==> config.mk <==
export PLATFORM = sky130hd
export DESIGN_NAME = retransmit_timer_table_unit
export DESIGN_NICKNAME = d
export VERILOG_FILES = /design/src/rtl/rtt_pkg.sv /design/src/rtl/rtt_store.sv /design/src/rtl/retransmit_timer_table_unit.sv
export VERILOG_INCLUDE_DIRS = /design/src /design/src/rtl
export SDC_FILE = /design/constraint.sdc
export NUM_CORES = 1
export LEC_CHECK = 0
export BUFFER_PORTS_ARGS = -buffer_cell sky130_fd_sc_hd__buf_2
export CAP_MARGIN = 25
export CELL_PAD_IN_SITES_DETAIL_PLACEMENT = 0
export CELL_PAD_IN_SITES_GLOBAL_PLACEMENT = 1
export CORE_MARGIN = 4
export CORE_UTILIZATION = 50
export CTS_CLUSTER_DIAMETER = 30
export DETAILED_ROUTE_END_ITERATION = 8
export GPL_TIMING_DRIVEN = 0
export PLACE_DENSITY_LB_ADDON = 0.1
export SKIP_CTS_REPAIR_TIMING = 1
export SLEW_MARGIN = 15
export SYNTH_ARGS = -nofsm -noshare
export SYNTH_HDL_FRONTEND = slang
export SYNTH_SLANG_ARGS = --single-unit
==> constraint.sdc <==
create_clock -name clk -period 4.25 [get_ports clk]
set_clock_uncertainty 0.1 [all_clocks]
set_input_delay 0.85 -clock clk [delete_from_list [all_inputs] [get_ports clk]]
set_output_delay 0.85 -clock clk [all_outputs]
set_load 0.02 [all_outputs]
==> src/rtl/assert_macros.svh <==
// ----------------------------------------------------------------------------
// Assertion macros
// Shared concurrent assertion wrappers. Defining NO_ASSERTIONS removes them.
// ----------------------------------------------------------------------------
`ifndef ASSERT_MACROS_SVH
`define ASSERT_MACROS_SVH

`ifndef NO_ASSERTIONS

// Property must hold at every clock edge outside reset.
`define RTT_ASSERT(label, clk, rst, prop, msg) \
  label: assert property (@(posedge clk) disable iff (rst) (prop)) else $error(msg);

// Condition must never be seen at a clock edge outside reset.
`define RTT_NEVER(label, clk, rst, cond, msg) \
  label: assert property (@(posedge clk) disable iff (rst) !(cond)) else $error(msg);

`else

`define RTT_ASSERT(label, clk, rst, prop, msg)
`define RTT_NEVER(label, clk, rst, cond, msg)

`endif

`endif

==> src/rtl/rtt_pkg.sv <==
// ----------------------------------------------------------------------------
// Retransmit timer table package
// Types and fixed constants shared by the table modules.
// ----------------------------------------------------------------------------
package rtt_pkg;

  localparam int SEQ_W   = 8;
  localparam int TIME_W  = 16;
  localparam int CNT_W   = 5;
  localparam int STAT_W  = 3;

  localparam logic [CNT_W-1:0]  CNT_MAX       = 5'd31;
  localparam logic [TIME_W-1:0] TIMEOUT_RESET = 16'd1000;

  typedef enum logic [1:0] {
    OP_ADD    = 2'd0,
    OP_REMOVE = 2'd1,
    OP_SWEEP  = 2'd2,
    OP_NONE   = 2'd3
  } rtt_op_t;

  typedef enum logic [STAT_W-1:0] {
    ST_ADDED      = 3'd0,
    ST_DUPLICATE  = 3'd1,
    ST_FULL       = 3'd2,
    ST_REMOVED    = 3'd3,
    ST_NOT_FOUND  = 3'd4,
    ST_SWEEP_DONE = 3'd5
  } rtt_status_t;

  typedef enum logic [1:0] {
    S_IDLE,
    S_SCAN,
    S_LAST,
    S_FINISH
  } rtt_state_t;

  typedef struct packed {
    logic [SEQ_W-1:0]  seq;
    logic [TIME_W-1:0] start;
  } rtt_entry_t;

  // Port controls from the sequencer to the entry store.
  typedef struct packed {
    logic rd_en;
    logic wr_en;
    logic clr_en;
  } rtt_store_ctl_t;

endpackage

==> src/rtl/rtt_store.sv <==
// ----------------------------------------------------------------------------
// Retransmit timer entry store
// Entry memory with registered read, plus per-slot valid flags.
// ----------------------------------------------------------------------------
module rtt_store #(
  parameter int TABLE_DEPTH = 16,
  localparam int IW = $clog2(TABLE_DEPTH)
) (
  input  logic                  clk,
  input  logic                  rst,
  input  rtt_pkg::rtt_store_ctl_t ctl,
  input  logic [IW-1:0]         rd_idx,
  input  logic [IW-1:0]         wr_idx,
  input  logic [IW-1:0]         clr_idx,
  input  rtt_pkg::rtt_entry_t   wr_entry,
  output rtt_pkg::rtt_entry_t   rd_entry,
  output logic                  rd_live
);

  rtt_pkg::rtt_entry_t          mem [TABLE_DEPTH];
  logic [TABLE_DEPTH-1:0]       valid;

  // Valid flags live in flops so that reset empties the table at once.
  always_ff @(posedge clk) begin
    if (rst) begin
      valid <= '0;
    end else begin
      if (ctl.wr_en) begin
        valid[wr_idx] <= 1'b1;
      end
      if (ctl.clr_en) begin
        valid[clr_idx] <= 1'b0;
      end
    end
  end

  always_ff @(posedge clk) begin
    if (ctl.wr_en) begin
      mem[wr_idx] <= wr_entry;
    end
    if (ctl.rd_en) begin
      rd_entry <= mem[rd_idx];
      rd_live  <= valid[rd_idx];
    end
  end

endmodule

==> src/rtl/retransmit_timer_table_unit.sv <==
// ----------------------------------------------------------------------------
// Retransmit timer table unit
// Bounded table of frame timers keyed by sequence number: add, remove, sweep.
// ----------------------------------------------------------------------------
// Every beat on the input channel is one command and yields exactly one result
// beat. Add stores a sequence number and its start time in the lowest free slot,
// answering duplicate when the number is already held and full when no slot is
// free. Remove clears the slot holding the given sequence number. Sweep clears
// every slot whose age, (time_value - start) modulo 2^16, is at or above
// timeout_ticks and reports how many it cleared, saturating at 31. Opcode 3
// changes nothing and answers not found. Every command walks the whole table
// through the single read port of the entry memory, one slot per cycle; from
// acceptance to a loaded result it passes through the accept step, one read per
// slot, the last read data and the finish step. One command is in work
// at a time; the next is accepted as soon as the result sits in the output
// register, even while that result is still stalled. timeout_ticks resets to
// 1000 and should only be written while the unit is idle.
// ----------------------------------------------------------------------------
`include "assert_macros.svh"

module retransmit_timer_table_unit #(
  parameter int TABLE_DEPTH = 16
) (
  input  logic        clk,
  input  logic        rst,
  // configuration: timeout_ticks
  input  logic        cfg_wr_en,
  input  logic [15:0] cfg_wr_data,
  // command channel
  input  logic        in_valid,
  output logic        in_stall,
  input  logic [1:0]  opcode,
  input  logic [7:0]  seq_number,
  input  logic [15:0] time_value,
  // result channel
  output logic        out_valid,
  input  logic        out_stall,
  output logic [2:0]  status,
  output logic [4:0]  removed_count
);

  localparam int IW = $clog2(TABLE_DEPTH);
  localparam logic [IW-1:0] LAST_IDX = IW'(TABLE_DEPTH - 1);

  rtt_pkg::rtt_state_t      state, state_next;

  // Latched command.
  rtt_pkg::rtt_op_t         item_op;
  logic [rtt_pkg::SEQ_W-1:0]  item_seq;
  logic [rtt_pkg::TIME_W-1:0] item_time;
  logic [rtt_pkg::TIME_W-1:0] timeout;

  // Scan address and the read that is in flight.
  logic [IW-1:0]            idx;
  logic                     rd_pend;
  logic [IW-1:0]            proc_idx;

  // Scan findings.
  logic                     found;
  logic                     free_found;
  logic [IW-1:0]            free_idx;
  logic [rtt_pkg::CNT_W-1:0]  count;

  rtt_pkg::rtt_store_ctl_t  store_ctl;
  rtt_pkg::rtt_entry_t      wr_entry;
  rtt_pkg::rtt_entry_t      rd_entry;
  logic                     rd_live;

  logic                     accept;
  logic                     load;
  logic                     hit;
  logic                     expired;
  logic [rtt_pkg::TIME_W-1:0] age;
  rtt_pkg::rtt_status_t     res_status;
  logic [rtt_pkg::CNT_W-1:0]  res_count;

  assign in_stall = (state != rtt_pkg::S_IDLE);
  assign accept   = in_valid && !in_stall;

  // The result may leave the finish state once the output register is free
  // or is being emptied in this cycle.
  assign load = (state == rtt_pkg::S_FINISH) && (!out_valid || !out_stall);

  // Evaluation of the slot whose data came back from the memory this cycle.
  // A slot that is not live never matches and never expires.
  assign age     = item_time - rd_entry.start;
  assign hit     = rd_pend && rd_live && (rd_entry.seq == item_seq);
  assign expired = rd_pend && rd_live && (age >= timeout);

  always_ff @(posedge clk) begin
    if (rst) begin
      timeout <= rtt_pkg::TIMEOUT_RESET;
    end else if (cfg_wr_en) begin
      timeout <= cfg_wr_data;
    end
  end

  always_ff @(posedge clk) begin
    if (rst) begin
      state <= rtt_pkg::S_IDLE;
    end else begin
      state <= state_next;
    end
  end

  always_comb begin
    state_next = state;
    case (state)
      rtt_pkg::S_IDLE: begin
        if (accept) begin
          state_next = rtt_pkg::S_SCAN;
        end
      end
      rtt_pkg::S_SCAN: begin
        if (idx == LAST_IDX) begin
          state_next = rtt_pkg::S_LAST;
        end
      end
      rtt_pkg::S_LAST: begin
        state_next = rtt_pkg::S_FINISH;
      end
      rtt_pkg::S_FINISH: begin
        if (load) begin
          state_next = rtt_pkg::S_IDLE;
        end
      end
      default: begin
        state_next = rtt_pkg::S_IDLE;
      end
    endcase
  end

  // Command latch and scan bookkeeping.
  always_ff @(posedge clk) begin
    if (rst) begin
      rd_pend <= 1'b0;
    end else begin
      rd_pend <= (state == rtt_pkg::S_SCAN);
    end
  end

  always_ff @(posedge clk) begin
    if (accept) begin
      item_op    <= rtt_pkg::rtt_op_t'(opcode);
      item_seq   <= seq_number;
      item_time  <= time_value;
      idx        <= '0;
      found      <= 1'b0;
      free_found <= 1'b0;
      count      <= '0;
    end else begin
      if (state == rtt_pkg::S_SCAN) begin
        idx <= idx + IW'(1);
      end
      if (hit) begin
        found <= 1'b1;
      end
      // The first slot seen empty is the lowest free one.
      if (rd_pend && !rd_live && !free_found) begin
        free_found <= 1'b1;
        free_idx   <= proc_idx;
      end
      if ((item_op == rtt_pkg::OP_SWEEP) && expired && (count != rtt_pkg::CNT_MAX)) begin
        count <= count + rtt_pkg::CNT_W'(1);
      end
    end
    proc_idx <= idx;
  end

  // Result of the finished scan.
  always_comb begin
    res_status = rtt_pkg::ST_NOT_FOUND;
    res_count  = '0;
    case (item_op)
      rtt_pkg::OP_ADD: begin
        if (found) begin
          res_status = rtt_pkg::ST_DUPLICATE;
        end else if (free_found) begin
          res_status = rtt_pkg::ST_ADDED;
        end else begin
          res_status = rtt_pkg::ST_FULL;
        end
      end
      rtt_pkg::OP_REMOVE: begin
        if (found) begin
          res_status = rtt_pkg::ST_REMOVED;
          res_count  = rtt_pkg::CNT_W'(1);
        end
      end
      rtt_pkg::OP_SWEEP: begin
        res_status = rtt_pkg::ST_SWEEP_DONE;
        res_count  = count;
      end
      default: begin
        res_status = rtt_pkg::ST_NOT_FOUND;
        res_count  = '0;
      end
    endcase
  end

  // Removes and sweeps clear slots as the scan passes them; an add writes
  // its slot once, when the result is loaded.
  always_comb begin
    store_ctl.rd_en  = (state == rtt_pkg::S_SCAN);
    store_ctl.clr_en = ((item_op == rtt_pkg::OP_REMOVE) && hit)
                    || ((item_op == rtt_pkg::OP_SWEEP) && expired);
    store_ctl.wr_en  = load && (item_op == rtt_pkg::OP_ADD) && !found && free_found;
    wr_entry.seq     = item_seq;
    wr_entry.start   = item_time;
  end

  rtt_store #(
    .TABLE_DEPTH (TABLE_DEPTH)
  ) u_store (
    .clk      (clk),
    .rst      (rst),
    .ctl      (store_ctl),
    .rd_idx   (idx),
    .wr_idx   (free_idx),
    .clr_idx  (proc_idx),
    .wr_entry (wr_entry),
    .rd_entry (rd_entry),
    .rd_live  (rd_live)
  );

  // Output register: holds the result beat until the consumer takes it.
  always_ff @(posedge clk) begin
    if (rst) begin
      out_valid <= 1'b0;
    end else if (load) begin
      out_valid <= 1'b1;
    end else if (!out_stall) begin
      out_valid <= 1'b0;
    end
  end

  always_ff @(posedge clk) begin
    if (load) begin
      status        <= res_status;
      removed_count <= res_count;
    end
  end

  // A new result beat only ever comes from the finish state.
  `RTT_ASSERT(a_load_from_finish, clk, rst, $rose(out_valid) |-> $past(state) == rtt_pkg::S_FINISH, "result appeared outside finish")
  // Only a sweep can report more than one removed entry.
  `RTT_NEVER(a_count_non_sweep, clk, rst, out_valid && (status != rtt_pkg::ST_SWEEP_DONE) && (removed_count > 5'd1), "non-sweep result removed more than one entry")
  // Read data is only consumed in the cycle after a scan read was issued.
  `RTT_ASSERT(a_read_latency, clk, rst, rd_pend |-> $past(state) == rtt_pkg::S_SCAN, "read data without a scan read")
  // An add never writes a slot while the scan is still clearing slots.
  `RTT_NEVER(a_write_clear_overlap, clk, rst, store_ctl.wr_en && store_ctl.clr_en, "write and clear in the same cycle")

endmodule
==> impl_metrics.tcl, run 1 <==
set metrics [dict create \
    status "finished, final reports clean" \
    die_h_um 207 \
    drtIter0Drc 888 \
    crit_chain "buf_4 > ha_1 > a21o_1 > a221o_1 > a32oi_1 > a21oi_1 > xor2_1 > ha_1 > nand4_1 > a211oi_1 > nor3_2 > a31oi_1 > a21o_2 > clkbuf_4 > a31oi_1" \
    p_leak_nw 8.65 \
    hold_path.class "reg -> reg" \
    numCtsBuffers 101 \
    ant_nets 0 \
    cp_data_arrival_time_ns 4.50 \
    core_um2 39000 \
    grt_pass1_vias 10800 \
    synth_edf_count 447 \
    synth_cell_type_count 55 \
    io_buffers 54 \
    setup.worst_path.end_class "flop" \
    gr-total-overflow 0 \
    comb_power_share 0.181 \
    reg2regPathDepth 15 \
    fillers 2652 \
    fmax_mhz 241 \
    p_switching_w 0.00450 \
    crit_path_top_delay_cell "a221o_1" \
    clk_pin_slew_worst_paths_ns 0.05 \
    finalNonFillerCells 1829 \
    grt_antenna_before_repair 0 \
    totalWireLength_mm 45.8 \
    hold_viol 0 \
    layout_commonest_cell "edfxtp_1" \
    antennaDiodeCount 0 \
    p_per_area_nw_per_um2 682 \
    die_x_um 207 \
    via_count 10400 \
    drive_above_1_share 0.342 \
    track_usage 0.213 \
    cts_tree "done" \
    switching_share 0.262 \
    vias_per_cell 5.66 \
    layout_worst_path_cycle_share 0.974 \
    peakVddDrop_mv 0.416 \
    worstSetupPathType "reg -> reg" \
    first_pass_iters 5 \
    die_area_um2 43000 \
    ys_ff_latch 498 \
    crit_cells 15 \
    htree_levels 3 \
    drc 0 \
    hold_depth 0 \
    clock_sinks 498 \
    startpoint_type "flop" \
    path_delay_family "compound AO/OA/AOI/OAI gates" \
    synthFlopType "edfxtp_1" \
    multi_input_area_um2 5210 \
    setup_ws_ns 0.108 \
    max_stage_delay_ns 0.43 \
    avgRoutedWirePerCell_um 25.0 \
    cts_root_buffer "clkbuf_16" \
    yosysSeqAreaShare 0.726 \
    regArea_um2 14400 \
    synth-warning-count 0 \
    cp_max_fo 11 \
    seq_power_share 0.356 \
    clk_latency_ns 0.61 \
    maxSlewHeadroom 0.330 \
    synth_area_um2 19900 \
    gp_congestion 0.745 \
    post-place-ws_ns -0.383 \
    setup_violations 0 \
    dp.cells 1615 \
    critical_path_required_ns 4.61 \
    cell_internal_pwr_w 0.0127 \
    io-pin-count 57 \
    grt_max_degree 36 \
    drv_slew 0 \
    final_nets 1320 \
    hpwl_mm 28.9 \
    cts_buffer_depth 3 \
    synth_fp_nets 1110 \
    syn_inst 1019 \
    rows 72 \
    clockPowerShare 0.463 \
    max_slew.worst_pin.slew_ns 1.01 \
    async_flop_share 0 \
    syn_to_final_growth_pct 26.4 \
    crit_buf_inv 2 \
    grt_pass1_wl_mm 68.5 \
    finalSetupTns_ns 0 \
    drv_cap 0 \
    initial_core_util 0.510 \
    timing.final.crit_period_ns 4.14 \
    avgSynthCellArea_um2 19.5 \
    final_cell_mix "edfxtp_1, mux4_2, clkbuf_16" \
]
==> area by class of cell <==
class / instances / share of cell area
sequential: 498 / 0.574
buffer: 38 / 0.00896
inverter: 45 / 0.00672
clock inverter: 74 / 0.0353
timing repair buffer: 108 / 0.0386
tap: 518 / 0.0258
multi-input combinational: 437 / 0.207
clock buffer: 111 / 0.103
==> cells in the mapped netlist (15+ instances only) <==
cell type,n,area share
mux2i_1,15,0.0075
nor2_1,45,0.0085
mux4_2,125,0.14
o21ai_0,21,0.0053
clkbuf_1,15,0.0028
a21oi_1,18,0.0045
dfxtp_1,51,0.051
nand2_1,19,0.0036
ha_1,43,0.027
inv_1,45,0.0085
edfxtp_1,447,0.67
==> state kept, by name, indices dropped and copies added, names as in the netlist, 2 cells and up <==
| register | flops |
|---|---|
| timeout | 16 |
| u_store.mem | 384 |
| item_seq | 8 |
| idx | 4 |
| item_time | 16 |
| count | 5 |
| u_store.valid | 16 |
| removed_count | 5 |
| state | 2 |
| status | 3 |
| free_idx | 4 |
| item_op | 2 |
| u_store.rd_entry | 24 |
| proc_idx | 4 |
==> power groups by stage <==
stage               Sequential (W)  Clock [W]  Combinational [W]
finish                     0.00611    0.00794            0.00311
global route               0.00614    0.00832            0.00342
CTS                        0.00620    0.00805            0.00293
detailed placement         0.00628          0            0.00291
global placement           0.00628          0            0.00283
floorplan                  0.00616          0            0.00208
==> worst reg2reg max path: cells and delay by family, from the launching register on <==
kind	cells	cell delay (ns)
buffers and inverters	2	0.43
and+or+nand+nor	2	0.32
adders and majority gates	2	0.68
xor gates and xnor gates	1	0.17
AOI/OAI and AO/OA	8	1.95
DFF	1	0.35
==> routing by layer <==
layer	global-route usage	wire length, um	vias to the layer above
met1	0.295	19700	5355
met4	0.0595	925	0
met3	0.0475	2580	74
met5	0	0	-
li1	-	-	4607
met2	0.347	22600	315
==> kinds of logic (layout without fill, tap and decap cells) <==
| group | count (synthesis) | after routing | synth area share |
|---|---|---|---|
| AO/OA/AOI/OAI | 96 | 96 | 0.0318 |
| XOR/XNOR | 22 | 22 | 0.00968 |
| adder cells (fa/ha/maj) | 44 | 44 | 0.0280 |
| buffers and inverters | 84 | 376 | 0.0197 |
| flip-flops | 498 | 498 | 0.726 |
| multiplexers | 140 | 140 | 0.149 |
| AND/OR/NAND/NOR | 135 | 135 | 0.0358 |
==> final timing paths <==
kind / from / end / slack [ns]
worst max-delay path: item_time[4]$_DFFE_PP_ / u_store.valid[2]$_SDFF_PP0_ / 0.11
worst min-delay path: idx[3]$_SDFFE_PP0P_ / proc_idx[3]$_DFF_P_ / 0.24
worst max register to register: item_time[4]$_DFFE_PP_ / u_store.valid[2]$_SDFF_PP0_ / 0.11
worst min register to register: idx[3]$_SDFFE_PP0P_ / proc_idx[3]$_DFF_P_ / 0.24
==> metrics by stage <==
stage	util	total power [W]	cell area, um2	hold WS [ns]
after global placement	0.534	0.00911	20800	0.227
after floorplan	-	0.00824	19900	0.226
final	0.645	0.0172	25100	0.244
after CTS	0.637	0.0172	24900	0.244
after global routing	0.645	0.0179	25100	0.249
after detailed placement	0.548	0.00920	21400	0.234
(Power assumes the default switching activity.)
==> run 2, diff against run 1 <==
--- a/config.mk
+++ b/config.mk
@@ -11,7 +11,7 @@
 export CELL_PAD_IN_SITES_DETAIL_PLACEMENT = 0
 export CELL_PAD_IN_SITES_GLOBAL_PLACEMENT = 1
 export CORE_MARGIN = 4
-export CORE_UTILIZATION = 50
+export CORE_UTILIZATION = 40
 export CTS_CLUSTER_DIAMETER = 30
 export DETAILED_ROUTE_END_ITERATION = 8
 export GPL_TIMING_DRIVEN = 0
==> run 2 against run 1 <==
Compared with the run above: sequential share of layout area fell by 1.1 points; critical path depth rose by 1; worst hold slack got worse by 0.00071 ns; fmax rose by 1.9%; die area rose by 24%; sequential cell count did not move; critical endpoint is now count[1]$_SDFFE_PP0P_; largest cell class unchanged.
==> impl_metrics.tcl, run 2 (same netlist as run 1, synthesis figures left out) <==
set metrics [dict create \
    die_h_um 231 \
    totalWireLength_mm 47.8 \
    drive_above_1_share 0.352 \
    final_cell_mix "edfxtp_1, mux4_2, clkbuf_16" \
    gp_congestion 0.744 \
    htree_levels 3 \
    cp_max_fo 14 \
    io_buffers 54 \
    rows 81 \
    worstSetupPathType "reg -> reg" \
    fillers 4021 \
    startpoint_type "flop" \
    core_um2 49100 \
    final_nets 1340 \
    vias_per_cell 5.19 \
    setup_violations 0 \
    cts_root_buffer "clkbuf_16" \
    numCtsBuffers 109 \
    largest_reg_flops 384 \
    grt_max_degree 36 \
    p_leak_nw 8.82 \
    critical_path_required_ns 4.64 \
    grt_pass1_wl_mm 70.7 \
    initial_core_util 0.406 \
    hpwl_mm 30.8 \
    cts_buffer_depth 3 \
    reg_top3 "u_store.mem: 384 flops, u_store.rd_entry: 24 flops" \
    cts_tree "done" \
    antennaDiodeCount 0 \
    maxSlewHeadroom 0.309 \
    ant_nets 0 \
    via_count 10400 \
    io-pin-count 57 \
    syn_to_final_growth_pct 28.9 \
    met2_length_mm 22.9 \
    peakVddDrop_mv 0.311 \
    met1Wirelength_mm 21.0 \
    first_pass_iters 5 \
    status "finished, final reports clean" \
    total_power_w 0.0175 \
    fin_hold_ws_ns 0.243 \
    dp.cells 1764 \
    grt_pass1_vias 10800 \
    layout_worst_path_cycle_share 0.956 \
    drv_cap 0 \
    max_slew.worst_pin.slew_ns 1.04 \
    track_usage 0.181 \
    die_x_um 231 \
    hold_path.class "reg -> reg" \
    met3WireLength_mm 2.83 \
    p_per_area_nw_per_um2 682 \
    hold_viol 0 \
    top_layer "met4" \
    clk_latency_ns 0.63 \
    drtIter0Drc 822 \
    gr-total-overflow 0 \
    drc 0 \
    cp_data_arrival_time_ns 4.45 \
    clock_sinks 498 \
    avgRoutedWirePerCell_um 23.8 \
    timing.final.crit_period_ns 4.06 \
    fmax_mhz 246 \
    grt_antenna_before_repair 0 \
    drv_slew 0 \
    die_area_um2 53400 \
    clk_pin_slew_worst_paths_ns 0.05 \
    finalSetupTns_ns 0 \
    regMostFlops "u_store.mem" \
    layout_commonest_cell "edfxtp_1" \
    finalNonFillerCells 2006 \
    setup.worst_path.end_class "flop" \
]
## run 2: changes by cell type in the layout (fill, tap and decap cells not counted), moves of 4 or more
cell,before,now
clkbuf_1,21,29
bufinv_16,17,13
clkinv_4,8,4
clkbuf_16,102,111
clkinv_2,14,26
buf_4,36,44
inv_6,7,3
## run 2: final cells by class
class	instances	area, um2	area share
clock buffers	126	2830	0.110
inverters	45	169	0.00659
repair buffers	119	1090	0.0424
well taps	664	831	0.0324
plain buffers	39	229	0.00893
clock inverters	78	813	0.0317
multi-input cells	437	5240	0.204
flip-flops and latches	498	14400	0.563
## run 2: worst max-delay path, cell delays in order, from the launching register on
cell and delay [ns]:
edfxtp_1 0.41, buf_12 0.17, ha_1 0.37, a21o_1 0.20, nand3_1 0.09, nand2_1 0.16
o21ai_1 0.12, and4b_1 0.20, or3_1 0.39, ha_1 0.32, nand4_2 0.17, nor4_4 0.35
nand2_2 0.16, a311oi_4 0.25, buf_4 0.20, mux2i_1 0.18, nor2_1 0.05
## run 2: worst paths after layout
path	from	to	slack (ns)	depth (start not counted)
worst max-delay path	item_time[4]$_DFFE_PP_	count[1]$_SDFFE_PP0P_	0.19	16
worst min-delay path	idx[3]$_SDFFE_PP0P_	proc_idx[3]$_DFF_P_	0.24	0
worst max register to register	item_time[4]$_DFFE_PP_	count[1]$_SDFFE_PP0P_	0.19	16
worst min register to register	idx[3]$_SDFFE_PP0P_	proc_idx[3]$_DFF_P_	0.24	0
## run 2: metal layers
| metal | vias up | global-route usage |
|---|---|---|
| li1 | 4675 | - |
| met1 | 5361 | 0.250 |
| met2 | 301 | 0.288 |
| met3 | 84 | 0.0463 |
| met4 | 0 | 0.0504 |
| met5 | - | 0 |
## run 2: power breakdown
part	total [W]	switching (W)	internal [W]
clock	0.00818	0.00264	0.00554
sequential	0.00611	0.000249	0.00586
combinational	0.00321	0.00178	0.00143
## run 2: stage by stage
step | util | setup slack [ns] | cell area (um2)
after floorplan | - | 0.378 | 19900
after global placement | 0.428 | -2.80 | 21000
after detailed placement | 0.440 | -0.627 | 21600
after CTS | 0.514 | -0.653 | 25200
after global routing | 0.523 | -0.0128 | 25700
final | 0.523 | 0.187 | 25700
